`src/sv/leosi_pkg.sv`:
```
`timescale 1ns / 1ps

package leosi_pkg;

  // Fixed field geometry of the site channels.
  localparam int NUM_DIMS           = 4;
  localparam int COORD_BITS         = 10;
  localparam int SITE_W             = 24;
  localparam int MAX_EXTENT_DEFAULT = 64;

  // Configuration port geometry.
  localparam int CFG_IDX_W  = 3;
  localparam int CFG_DATA_W = 7;
  localparam int DIMS_W     = 3;
  localparam int EXT_REG_W  = 7;

  // Register indexes on the configuration port.
  localparam logic [CFG_IDX_W-1:0] REG_DIMS_IN_USE = 3'd0;
  localparam logic [CFG_IDX_W-1:0] REG_EXTENT_0    = 3'd1;
  localparam logic [CFG_IDX_W-1:0] REG_EXTENT_1    = 3'd2;
  localparam logic [CFG_IDX_W-1:0] REG_EXTENT_2    = 3'd3;
  localparam logic [CFG_IDX_W-1:0] REG_EXTENT_3    = 3'd4;

  // Register values after reset.
  localparam logic [DIMS_W-1:0]    DIMS_RESET   = 3'd4;
  localparam logic [EXT_REG_W-1:0] EXTENT_RESET = 7'd4;

  // One input item: a global site.
  typedef struct packed {
    logic [COORD_BITS-1:0] coord_0;
    logic [COORD_BITS-1:0] coord_1;
    logic [COORD_BITS-1:0] coord_2;
    logic [COORD_BITS-1:0] coord_3;
  } site_in_t;

  // One result item: node-local index and node-grid coordinates.
  typedef struct packed {
    logic [SITE_W-1:0]     site_index;
    logic [COORD_BITS-1:0] block_0;
    logic [COORD_BITS-1:0] block_1;
    logic [COORD_BITS-1:0] block_2;
    logic [COORD_BITS-1:0] block_3;
  } site_out_t;

  // Parity bits that travel with an item through the rank cells.
  typedef struct packed {
    logic gpar;    // parity of the global coordinate sum
    logic lpar;    // parity of the local coordinate sum
    logic lowpar;  // parity of the local coordinates of the dimensions done so far
  } par_t;

  // Running counts of the rank cells, all modulo 2**SITE_W.
  typedef struct packed {
    logic [SITE_W-1:0] ev;  // even-sum sites of the sub-box below this dimension
    logic [SITE_W-1:0] od;  // odd-sum sites of the same sub-box
    logic [SITE_W-1:0] eb;  // even-sum positions before the site
    logic [SITE_W-1:0] ob;  // odd-sum positions before the site
  } cnt_t;

endpackage

```
`src/sv/leosi_div_cell.sv`:
```
`timescale 1ns / 1ps

module leosi_div_cell
  import leosi_pkg::*;
#(
  parameter int MAX_EXTENT = MAX_EXTENT_DEFAULT
) (
  input  logic                                       clk_i,
  input  logic                                       rst_ni,
  input  logic                                       valid_i,
  output logic                                       ready_o,
  input  logic [NUM_DIMS-1:0][COORD_BITS-1:0]        num_i,
  input  logic [NUM_DIMS-1:0][$clog2(MAX_EXTENT)-1:0] rem_i,
  input  logic [NUM_DIMS-1:0][$clog2(MAX_EXTENT+1)-1:0] ext_i,
  input  logic                                       gpar_i,
  output logic                                       valid_o,
  input  logic                                       ready_i,
  output logic [NUM_DIMS-1:0][COORD_BITS-1:0]        num_o,
  output logic [NUM_DIMS-1:0][$clog2(MAX_EXTENT)-1:0] rem_o,
  output logic [NUM_DIMS-1:0][$clog2(MAX_EXTENT+1)-1:0] ext_o,
  output logic                                       gpar_o
);

  localparam int LOC_W = $clog2(MAX_EXTENT);
  localparam int EXT_W = $clog2(MAX_EXTENT + 1);

  logic                                valid_q;
  logic [NUM_DIMS-1:0][COORD_BITS-1:0] num_d, num_q;
  logic [NUM_DIMS-1:0][LOC_W-1:0]      rem_d, rem_q;
  logic [NUM_DIMS-1:0][EXT_W-1:0]      ext_q;
  logic                                gpar_q;
  logic [NUM_DIMS-1:0][LOC_W:0]        trial;
  logic [NUM_DIMS-1:0][LOC_W:0]        ext_x;
  logic [NUM_DIMS-1:0]                 fits;

  // The slice takes a new transfer whenever it is empty or its content moves on.
  assign ready_o = !valid_q || ready_i;

  // One restoring division step per lane: bring down the next dividend bit and
  // subtract the extent if it fits. The quotient bit shifts in at the bottom.
  always_comb begin
    for (int d = 0; d < NUM_DIMS; d++) begin
      trial[d] = {rem_i[d], num_i[d][COORD_BITS-1]};
      ext_x[d] = (LOC_W + 1)'(ext_i[d]);
      fits[d]  = trial[d] >= ext_x[d];
      rem_d[d] = fits[d] ? LOC_W'(trial[d] - ext_x[d]) : trial[d][LOC_W-1:0];
      num_d[d] = {num_i[d][COORD_BITS-2:0], fits[d]};
    end
  end

  // Slice valid bit.
  always_ff @(posedge clk_i or negedge rst_ni) begin
    if (!rst_ni) begin
      valid_q <= 1'b0;
    end else if (ready_o) begin
      valid_q <= valid_i;
    end
  end

  // Slice payload.
  always_ff @(posedge clk_i) begin
    if (ready_o) begin
      num_q  <= num_d;
      rem_q  <= rem_d;
      ext_q  <= ext_i;
      gpar_q <= gpar_i;
    end
  end

  assign valid_o = valid_q;
  assign num_o   = num_q;
  assign rem_o   = rem_q;
  assign ext_o   = ext_q;
  assign gpar_o  = gpar_q;

endmodule

```
`config.mk`:
```
export PLATFORM = sky130hd
export DESIGN_NAME = leosi_div_cell
export DESIGN_NICKNAME = d
export VERILOG_FILES = /design/src/sv/leosi_pkg.sv /design/src/sv/leosi_div_cell.sv
export SDC_FILE = /design/constraint.sdc
export NUM_CORES = 1
export LEC_CHECK = 0
export ABC_CLOCK_PERIOD_IN_PS = 3800
export BUFFER_PORTS_ARGS = -buffer_cell sky130_fd_sc_hd__buf_4
export CORE_UTILIZATION = 35
export DETAILED_ROUTE_END_ITERATION = 7
export PLACE_DENSITY = 0.74
export SETUP_SLACK_MARGIN = 0.3
export SYNTH_ARGS = -nofsm -noshare
export SYNTH_HDL_FRONTEND = slang
export SYNTH_SLANG_ARGS = --single-unit
```
`constraint.sdc`:
```
create_clock -name clk_i -period 3.8 [get_ports clk_i]
set_input_delay 0.76 -clock clk_i [delete_from_list [all_inputs] [get_ports clk_i]]
set_output_delay 0.76 -clock clk_i [all_outputs]
set_load 0.03 [all_outputs]
```
==> flow_summary.ini <==
[hold_path]
hold_path_class = in2async

[route]
ant_nets = 0
viasPerCell = 4.591
wl_per_cell_um = 14.82
drt-initial-drc-count = 217
wirelength_um = 9928
dr.pass1.iters = 4
drc = 0
vias = 3076

[grt]
first_global_vias = 3122
grt_overflow_total = 0
grt_max_degree = 39
grt_pass1_wl_um = 15250
grt_usage_pct = 15.50
antenna_found_initial = 0

[setup_path]
crit_path_start_kind = input port
cp_top_family = compound AO/OA/AOI/OAI gates
end_kind = flip-flop
max_stage_delay_ns = 0.37
crit_chain = buf_4 > inv_1 > ha_1 > nor2b_4 > o31a_1 > or3_4 > a21oi_4 > mux2_2
r2r-start = valid_o$_DFFE_PN0P_
critPathLaunch = ext_i[22]
r2r_cells = 2
crit_arrival_ns = 2.60
crit_buf_inv = 2
cp_slowest_cell = mux2_2
path_class = in2reg
crit_fanout = 7
rrSetupSlack_ns = 2.22
timing.rr.end = num_o[11]$_DFFE_PP_
critPathRequiredTime_ns = 3.89

[pwr]
intPower_mw = 1.998
leakagePower_nw = 2.837
p_per_area_nw_per_um2 = 447.6
share_comb_of_total_power_pct = 24.8
finalPower_mw = 2.809
swShare_pct = 28.86
p_clk_share_pct = 29.4
pwr-share-seq_pct = 45.8
net-switching-power_mw = 0.8107
ir_worst_vdd_mv = 0.1874

[sta]
tightest_slew_ns = 0.4913
finalSetupViolCount = 0
period_minus_slack_ns = 2.512
rsz0062_at_grt = no
finalClockSkew_ns = 0.004871
max_freq_mhz = 398.1
period_share_pct = 66.11
finalHoldViolCount = 0
slew_headroom_pct = 67.25
setup_tns_ns = 0
final_max_slew_viol_count = 0

[layout]
nets = 630
diodes = 0
drive_gt1_share_pct = 45.42
synthToLayoutAreaGrowth_pct = 44.06

[synthesis]
synth_area_leader_cell = edfxtp_1
synth_area_um2 = 4357
synth_area_leaders = edfxtp_1 (64%), ha_1 (9.2%), mux2_2 (4.1%)
ys_ff_latch = 94
syn_area_per_cell_um2 = 14.72
synth_cell_types = 29
async_flop_share_pct = 1.064
synth_top_area_share_pct = 64.10
synth-edff-count = 93
syn_inst = 296
syn-num-nets = 429
synth_flop_cell = edfxtp_1
yosys_warnings = 0
yosysSeqAreaShare_pct = 64.68

[die]
dieArea_um2 = 12900
fp.dieW_um = 113.6
die_y_um = 113.6
io_pins = 192
start_util_pct = 36.12
core_area_um2 = 12060
num_rows = 40

[clock_tree]
cts_resized = 0
path_clk_slew_ns = 0.06
clock-root-buffer = clkbuf_16
clk_path_buf_depth = 2
clock_latency_ns = 0.34
cts_tree = yes
clock-sinks = 94
cts_buffers = 9
cts_hold_buf = 0
ctsHtreeMaxLevel = 3
post_cts_buffers = 0

[placed_design]
port_buffers = 191
hpwl_um = 7694
gp_congestion = 0.7395

[run_status]
outcome = finished clean

[flow_run]
drv_cap = 0
layout by cell type, fill, tap and decap left out, types with 4 or more instances in the layout:
cell / netlist / layout
xnor2_1: 8 / 8
nor2b_1: 11 / 11
nand2_1: 11 / 11
a21oi_1: 12 / 12
buf_4: 0 / 193
nand3_1: 8 / 8
mux2_2: 16 / 16
o31a_1: 4 / 4
mux2i_1: 8 / 8
edfxtp_1: 93 / 93
a221oi_1: 4 / 4
nor2_1: 9 / 9
a21o_1: 4 / 4
o21ai_0: 5 / 5
o21a_1: 4 / 4
clkbuf_16: 0 / 9
ha_1: 32 / 32
inv_1: 40 / 40
fa_1: 4 / 4
cells by family (layout without fill, tap and decap cells):
logic type,count (synthesis),in the layout,share of synthesized area [%]
AND/OR/NAND/NOR,54,54,6.921
XOR/XNOR,8,8,1.608
multiplexers,24,24,5.974
AO/OA/AOI/OAI,37,37,6.002
adder cells (fa/ha/maj),36,36,11.03
buffers and inverters,43,249,3.791
flip-flops,94,94,64.68
worst max path at each step:
stage	endpoint	slack, ns	cells after the start
3_3_place_gp	rem_o[20]$_DFFE_PP_	0.98	8
5_1_grt	rem_o[23]$_DFFE_PP_	1.23	8
3_5_place_dp	rem_o[21]$_DFFE_PP_	0.93	8
4_1_cts	rem_o[21]$_DFFE_PP_	1.30	8
2_1_floorplan	ready_o	0.94	1
6_report	rem_o[21]$_DFFE_PP_	1.29	8
per-layer routing:
| metal | share of wire (%) | track usage (%) | up-vias |
|---|---|---|---|
| met5 | 0 | 0 | - |
| met4 | 2.5 | 8.509 | 0 |
| met3 | 8.7 | 4.570 | 15 |
| met2 | 50 | 26.87 | 133 |
| met1 | 39 | 17.06 | 1437 |
| li1 | - | - | 1491 |
cell type report:
| type | count | area, um^2 |
|---|---|---|
| Multi-Input combinational cell | 159 | 1381 |
| Clock inverter | 6 | 38.79 |
| Inverter | 40 | 150.1 |
| Tap cell | 168 | 210.2 |
| Timing Repair Buffer | 193 | 1449 |
| Clock buffer | 10 | 229.0 |
| Fill cell | 1045 | 5786 |
| Sequential cell | 94 | 2818 |
stage by stage:
stage          utilization, %  instance area, um^2  hold slack, ns  std cells  setup slack (ns)
2_1_floorplan               -                 4359          0.4644        296            0.9423
3_3_place_gp            49.81                 6008          0.5357        654            0.9758
3_5_place_dp            49.81                 6008          0.5392        654            0.9296
4_1_cts                 52.03                 6276          0.1641        670             1.296
5_1_grt                 52.03                 6276          0.1664        670             1.230
6_report                52.03                 6276          0.1832        670             1.288
synthesized netlist by cell type, types with 2 or more instances:
master,instances
edfxtp_1,93
a221oi_1,4
o21ai_0,5
a21o_1,4
nand2_1,11
or4b_1,3
nor3_1,3
xnor2_1,8
a21oi_1,12
nor2_1,9
o21a_1,4
o311a_1,3
mux2_2,16
nand3_1,8
nor2b_1,11
ha_1,32
buf_2,3
nand2b_1,2
mux2i_1,8
fa_1,4
or3_1,3
inv_1,40
o31a_1,4
flip-flops by register name, summed over array words and instances, names as in the netlist:
| signal | flops |
|---|---|
| num_o | 40 |
| ext_o | 28 |
| rem_o | 24 |
| gpar_o | 1 |
| valid_o | 1 |
power groups by stage:
stage	combinational, mW	sequential, mW	clock [mW]
2_1_floorplan	0.223	1.51	0
3_3_place_gp	0.687	1.31	0
3_5_place_dp	0.699	1.31	0
4_1_cts	0.702	1.29	0.857
5_1_grt	0.745	1.29	0.885
6_report	0.696	1.29	0.827
Note: power is estimated with default switching activity, not from simulation.
