<file path="src/sv/leosi_pkg.sv">
`timescale 1ns / 1ps

package leosi_pkg;

  // Fixed field geometry of the site channels.
  localparam int NUM_DIMS           = 4;
  localparam int COORD_BITS         = 10;
  localparam int SITE_W             = 24;
  localparam int MAX_EXTENT_DEFAULT = 64;

  // Configuration port geometry.
  localparam int CFG_IDX_W  = 3;
  localparam int CFG_DATA_W = 7;
  localparam int DIMS_W     = 3;
  localparam int EXT_REG_W  = 7;

  // Register indexes on the configuration port.
  localparam logic [CFG_IDX_W-1:0] REG_DIMS_IN_USE = 3'd0;
  localparam logic [CFG_IDX_W-1:0] REG_EXTENT_0    = 3'd1;
  localparam logic [CFG_IDX_W-1:0] REG_EXTENT_1    = 3'd2;
  localparam logic [CFG_IDX_W-1:0] REG_EXTENT_2    = 3'd3;
  localparam logic [CFG_IDX_W-1:0] REG_EXTENT_3    = 3'd4;

  // Register values after reset.
  localparam logic [DIMS_W-1:0]    DIMS_RESET   = 3'd4;
  localparam logic [EXT_REG_W-1:0] EXTENT_RESET = 7'd4;

  // One input item: a global site.
  typedef struct packed {
    logic [COORD_BITS-1:0] coord_0;
    logic [COORD_BITS-1:0] coord_1;
    logic [COORD_BITS-1:0] coord_2;
    logic [COORD_BITS-1:0] coord_3;
  } site_in_t;

  // One result item: node-local index and node-grid coordinates.
  typedef struct packed {
    logic [SITE_W-1:0]     site_index;
    logic [COORD_BITS-1:0] block_0;
    logic [COORD_BITS-1:0] block_1;
    logic [COORD_BITS-1:0] block_2;
    logic [COORD_BITS-1:0] block_3;
  } site_out_t;

  // Parity bits that travel with an item through the rank cells.
  typedef struct packed {
    logic gpar;    // parity of the global coordinate sum
    logic lpar;    // parity of the local coordinate sum
    logic lowpar;  // parity of the local coordinates of the dimensions done so far
  } par_t;

  // Running counts of the rank cells, all modulo 2**SITE_W.
  typedef struct packed {
    logic [SITE_W-1:0] ev;  // even-sum sites of the sub-box below this dimension
    logic [SITE_W-1:0] od;  // odd-sum sites of the same sub-box
    logic [SITE_W-1:0] eb;  // even-sum positions before the site
    logic [SITE_W-1:0] ob;  // odd-sum positions before the site
  } cnt_t;

endpackage

</file>
<file path="src/sv/leosi_rank_cell.sv">
`timescale 1ns / 1ps

module leosi_rank_cell
  import leosi_pkg::*;
#(
  parameter int MAX_EXTENT = MAX_EXTENT_DEFAULT,
  parameter int DIM        = 0
) (
  input  logic                                          clk_i,
  input  logic                                          rst_ni,
  input  logic                                          valid_i,
  output logic                                          ready_o,
  input  logic [NUM_DIMS-1:0][COORD_BITS-1:0]           blk_i,
  input  logic [NUM_DIMS-1:0][$clog2(MAX_EXTENT)-1:0]   loc_i,
  input  logic [NUM_DIMS-1:0][$clog2(MAX_EXTENT+1)-1:0] ext_i,
  input  par_t                                          par_i,
  input  cnt_t                                          cnt_i,
  output logic                                          valid_o,
  input  logic                                          ready_i,
  output logic [NUM_DIMS-1:0][COORD_BITS-1:0]           blk_o,
  output logic [NUM_DIMS-1:0][$clog2(MAX_EXTENT)-1:0]   loc_o,
  output logic [NUM_DIMS-1:0][$clog2(MAX_EXTENT+1)-1:0] ext_o,
  output par_t                                          par_o,
  output cnt_t                                          cnt_o
);

  localparam int LOC_W = $clog2(MAX_EXTENT);
  localparam int EXT_W = $clog2(MAX_EXTENT + 1);

  // Product stage registers.
  logic                                a_valid_q;
  logic                                a_ready;
  logic [NUM_DIMS-1:0][COORD_BITS-1:0] a_blk_q;
  logic [NUM_DIMS-1:0][LOC_W-1:0]      a_loc_q;
  logic [NUM_DIMS-1:0][EXT_W-1:0]      a_ext_q;
  par_t                                a_par_d, a_par_q;
  logic [SITE_W-1:0]                   a_eb_q, a_ob_q;
  logic [SITE_W-1:0]                   p_ae_q, p_bo_q, p_be_q, p_ao_q;
  logic [SITE_W-1:0]                   p_he_q, p_lo_q, p_le_q, p_ho_q;

  // Sum stage registers.
  logic                                b_valid_q;
  logic                                b_ready;
  logic [NUM_DIMS-1:0][COORD_BITS-1:0] b_blk_q;
  logic [NUM_DIMS-1:0][LOC_W-1:0]      b_loc_q;
  logic [NUM_DIMS-1:0][EXT_W-1:0]      b_ext_q;
  par_t                                b_par_q;
  cnt_t                                b_cnt_d, b_cnt_q;

  // Half counts of this dimension.
  logic [LOC_W-1:0] x;
  logic [EXT_W-1:0] e;
  logic [LOC_W:0]   x_inc;
  logic [EXT_W:0]   e_inc;
  logic [LOC_W-1:0] hx, lx, ax, bx;
  logic [EXT_W-1:0] he, le;
  logic             upper_odd;

  assign b_ready = !b_valid_q || ready_i;
  assign a_ready = !a_valid_q || b_ready;
  assign ready_o = a_ready;

  // Split this dimension's local coordinate and extent into the number of even
  // and odd values below them. The parity of the dimensions above this one picks
  // which sub-box count pairs with which half.
  always_comb begin
    x         = loc_i[DIM];
    e         = ext_i[DIM];
    x_inc     = (LOC_W + 1)'(x) + 1'b1;
    e_inc     = (EXT_W + 1)'(e) + 1'b1;
    hx        = x_inc[LOC_W:1];
    lx        = x >> 1;
    he        = e_inc[EXT_W:1];
    le        = e >> 1;
    upper_odd = par_i.lpar ^ par_i.lowpar ^ x[0];
    ax        = upper_odd ? lx : hx;
    bx        = upper_odd ? hx : lx;
    a_par_d        = par_i;
    a_par_d.lowpar = par_i.lowpar ^ x[0];
  end

  // Product stage valid bit.
  always_ff @(posedge clk_i or negedge rst_ni) begin
    if (!rst_ni) begin
      a_valid_q <= 1'b0;
    end else if (a_ready) begin
      a_valid_q <= valid_i;
    end
  end

  // Product stage payload: eight narrow-by-count multiplications, modulo 2**SITE_W.
  always_ff @(posedge clk_i) begin
    if (a_ready) begin
      a_blk_q <= blk_i;
      a_loc_q <= loc_i;
      a_ext_q <= ext_i;
      a_par_q <= a_par_d;
      a_eb_q  <= cnt_i.eb;
      a_ob_q  <= cnt_i.ob;
      p_ae_q  <= SITE_W'(ax) * cnt_i.ev;
      p_bo_q  <= SITE_W'(bx) * cnt_i.od;
      p_be_q  <= SITE_W'(bx) * cnt_i.ev;
      p_ao_q  <= SITE_W'(ax) * cnt_i.od;
      p_he_q  <= SITE_W'(he) * cnt_i.ev;
      p_lo_q  <= SITE_W'(le) * cnt_i.od;
      p_le_q  <= SITE_W'(le) * cnt_i.ev;
      p_ho_q  <= SITE_W'(he) * cnt_i.od;
    end
  end

  // Accumulate the positions before the site and grow the sub-box by this dimension.
  always_comb begin
    b_cnt_d.eb = a_eb_q + p_ae_q + p_bo_q;
    b_cnt_d.ob = a_ob_q + p_be_q + p_ao_q;
    b_cnt_d.ev = p_he_q + p_lo_q;
    b_cnt_d.od = p_le_q + p_ho_q;
  end

  // Sum stage valid bit.
  always_ff @(posedge clk_i or negedge rst_ni) begin
    if (!rst_ni) begin
      b_valid_q <= 1'b0;
    end else if (b_ready) begin
      b_valid_q <= a_valid_q;
    end
  end

  // Sum stage payload.
  always_ff @(posedge clk_i) begin
    if (b_ready) begin
      b_blk_q <= a_blk_q;
      b_loc_q <= a_loc_q;
      b_ext_q <= a_ext_q;
      b_par_q <= a_par_q;
      b_cnt_q <= b_cnt_d;
    end
  end

  assign valid_o = b_valid_q;
  assign blk_o   = b_blk_q;
  assign loc_o   = b_loc_q;
  assign ext_o   = b_ext_q;
  assign par_o   = b_par_q;
  assign cnt_o   = b_cnt_q;

endmodule

</file>
<file path="config.mk">
export PLATFORM = sky130hd
export DESIGN_NAME = leosi_rank_cell
export DESIGN_NICKNAME = d
export VERILOG_FILES = /design/src/sv/leosi_pkg.sv /design/src/sv/leosi_rank_cell.sv
export SDC_FILE = /design/constraint.sdc
export NUM_CORES = 2
export LEC_CHECK = 0
export ABC_AREA = 1
export BUFFER_PORTS_ARGS = -buffer_cell sky130_fd_sc_hd__buf_2
export CORE_MARGIN = 2
export CORE_UTILIZATION = 56
export CTS_BUF_LIST = sky130_fd_sc_hd__clkbuf_4
export DETAILED_ROUTE_END_ITERATION = 10
export GPL_ROUTABILITY_DRIVEN = 0
export PLACE_DENSITY = 0.78
export SYNTH_ARGS = -nofsm -noshare
export SYNTH_HDL_FRONTEND = slang
export SYNTH_SLANG_ARGS = --single-unit
</file>
<file path="constraint.sdc">
create_clock -name clk_i -period 10 [get_ports clk_i]
set_clock_uncertainty 0.05 [all_clocks]
set_input_delay 1 -clock clk_i [delete_from_list [all_inputs] [get_ports clk_i]]
set_output_delay 1 -clock clk_i [all_outputs]
set_load 0.005 [all_outputs]
</file>
==> results.cfg <==
[sta]
timing.final.crit_period_ps = 6650
setup_violations = 0
tightest_slew_ps = 1100
hold_viol_final = 0
fmax_ghz = 0.150
rsz0062_at_grt = false
fin_crit_sh = 0.665
fin_setup_tns_ps = 0
slew_headroom = 0.264
slew_viol_final = 0

[floorplanning]
rows = 111
start_util = 0.564
core_sq_um = 91500
fp.dieH_um = 307
num_io_pins = 388
fp.dieW_um = 307
design.die.area_sq_um = 94500

[synth]
synth_cell_type_count = 49
synth_top_family_by_area = adder cells
ys_warn_count = 0
yosys.area_share.simple = 0.158
avgSynthCellArea_sq_um = 9.36
synthXorXnorAreaFrac = 0.0469
seq_area_frac_synth = 0.307
synthesis.area_sq_um = 51600
netlist.area_leader.share = 0.306
synth_cells = 5509
synthAdderAreaFrac = 0.345
synth-seq-cells = 528
synth-edff-count = 526
synth_common_cells = nand2_1 (1146), inv_1 (929), fa_1 (696)
synthArstFlopShare = 0.00379
yosysMostFrequentCell = nand2_1
synth_area_leaders = edfxtp_1 (31%), fa_1 (27%), nand2_1 (8.3%)
synth_ff_type = edfxtp_1
yosys.area.top_type = edfxtp_1
synth_compound_area_frac = 0.0594
syn_nets = 6708
synthMuxAreaShare = 0

[clock_tree]
clkTransAtPathRegs_ps = 60
clockBufferDepth = 3
root_buffer = clkbuf_4
clock-sinks = 528
clock_latency_ps = 1050
cts-resized-gates = 0
cts_tree = built
cts_buffers = 139
cts_setup_buffers = 0
cts_hold_buf = 113
ctsHtreeMaxLevel = 4

[power]
p_leak_nw = 27.3
power_mw = 16.8
ir_drop_uv = 193
p_per_area_nw_per_um2 = 294

[worst_setup_path]
path_cells = buf_2 -> nand4_1 -> nor2_1 -> inv_1 -> nand2_1 -> buf_4 -> nor2_1 -> fa_1 -> fa_1 -> fa_1 -> inv_1 -> fa_1 -> inv_1 -> ha_1 -> nand2_1 -> inv_1 -> a21oi_1 -> nand2_1 -> a21oi_1 -> o21ai_0 -> a21oi_1 -> xnor2_1
endpoint_kind = register
cp-start-kind = input port
crit_slowest_cell = nand2_1
cp.arrival_ps = 7320
required_ps = 10680
cp_slowest_stage_delay_ps = 730
crit_type = input port to register
cp_max_fo = 30

[status]
status = completed

[finish]
multi_input_area_sq_um = 31400
drive_gt1_frac = 0.107
seqCellArea_sq_um = 15800
final_cells = 7280
nets = 7190
fillCellCount = 7335
syn2layout_area_growth_pct = 11.2
final_core_util = 0.627

[grt]
grt_max_degree = 127
grt_pass1_wl_mm = 226
grt-ovfl-total = 0
grt_use_total = 0.310
antenna_found_initial = 10
grt_pass1_vias = 41700

[drt]
viasPerCell = 5.65
via_count = 41100
wl_per_cell_um = 19.9
drtPass1Iterations = 8
routed_wirelength_mm = 145
drc = 0
ant_nets = 0
drt-initial-drc-count = 3936

[placement]
dp_hpwl_mm = 110
io_buffers = 387
place_inst = 6923

[hold_path]
hold_path.class = input port to register

[run]
cap_violations = 0
-- layout make-up --
cell class,count,share of cell area
antenna,9,0.000393
inverter,945,0.0618
clock buffer,190,0.0249
tap,1186,0.0259
sequential,528,0.276
clock inverter,45,0.00497
multi-input combinational,3847,0.548
timing repair buffer,530,0.0576
-- cell usage in the layout (no fill, tap or decap), types with 97 or more instances in the layout --
| cell | n |
|---|---|
| ha_1 | 308 |
| dlygate4sd3_1 | 113 |
| edfxtp_1 | 526 |
| nor2_1 | 575 |
| o21ai_0 | 143 |
| inv_1 | 929 |
| fa_1 | 696 |
| nand2_1 | 1145 |
| buf_2 | 387 |
| xor2_1 | 179 |
| clkbuf_4 | 190 |
| a21oi_1 | 266 |
| nand3_1 | 167 |
| xnor2_1 | 97 |
-- registers in the layout (all words and copies together), names as in the netlist, 28 cells and up --
signal   count
a_ext_q     28
cnt_o       96
a_blk_q     40
blk_o       40
ext_o       28
-- where the power goes --
part / switching (mW) / internal, mW
registers: 0.287 / 3.81
logic: 6.83 / 4.04
clock network: 0.932 / 0.939
-- critical path: cells and delay by family --
family                   cells  cell delay, ps
AO/OA/AOI/OAI                4             880
XOR/XNOR                     1              90
adder cells (fa/ha/maj)      5            2320
buffers and inverters        6            1380
AND/OR/NAND/NOR              6            1620
-- per-layer routing --
| metal | wire [um] | global-route usage | vias to the layer above |
|---|---|---|---|
| met3 | 17200 | 0.0972 | 492 |
| met4 | 8310 | 0.170 | 8 |
| met5 | 99 | 0.00413 | - |
| met2 | 64300 | 0.476 | 2447 |
| li1 | - | - | 18400 |
| met1 | 54600 | 0.393 | 19800 |
-- stage by stage --
step | cell area [sq um] | worst slack (ps) | hold slack [ps]
3_3_place_gp | 54500 | 2730 | 350
6_report | 57400 | 3350 | 123
3_5_place_dp | 54500 | 2520 | 355
4_1_cts | 57300 | 3590 | 1.12
2_1_floorplan | 51600 | 2470 | 350
5_1_grt | 57300 | 3040 | 34.9
-- cell families after synthesis --
kind of cell               Yosys count
adders and majority gates         1004
DFF                                528
AOI/OAI and AO/OA                  545
buffers and inverters             1134
and+or+nand+nor                   2022
xor gates and xnor gates           276
-- final timing paths --
check | from | endpoint | slack (ps) | cells after the start
min reg2reg | a_ext_q[18]$_DFFE_PP_ | ext_o[18]$_DFFE_PP_ | 360 | 0
max | ext_i[1] | p_he_q[19]$_DFFE_PP_ | 3350 | 22
max reg2reg | valid_o$_DFFE_PN0P_ | p_bo_q[13]$_DFFE_PP_ | 6500 | 4
min | blk_i[0] | a_blk_q[0]$_DFFE_PP_ | 120 | 1
min in group asynchronous | rst_ni | valid_o$_DFFE_PN0P_ | 310 | 2
max in group asynchronous | rst_ni | a_valid_q$_DFFE_PN0P_ | 9470 | 2
(Power assumes the default switching activity.)
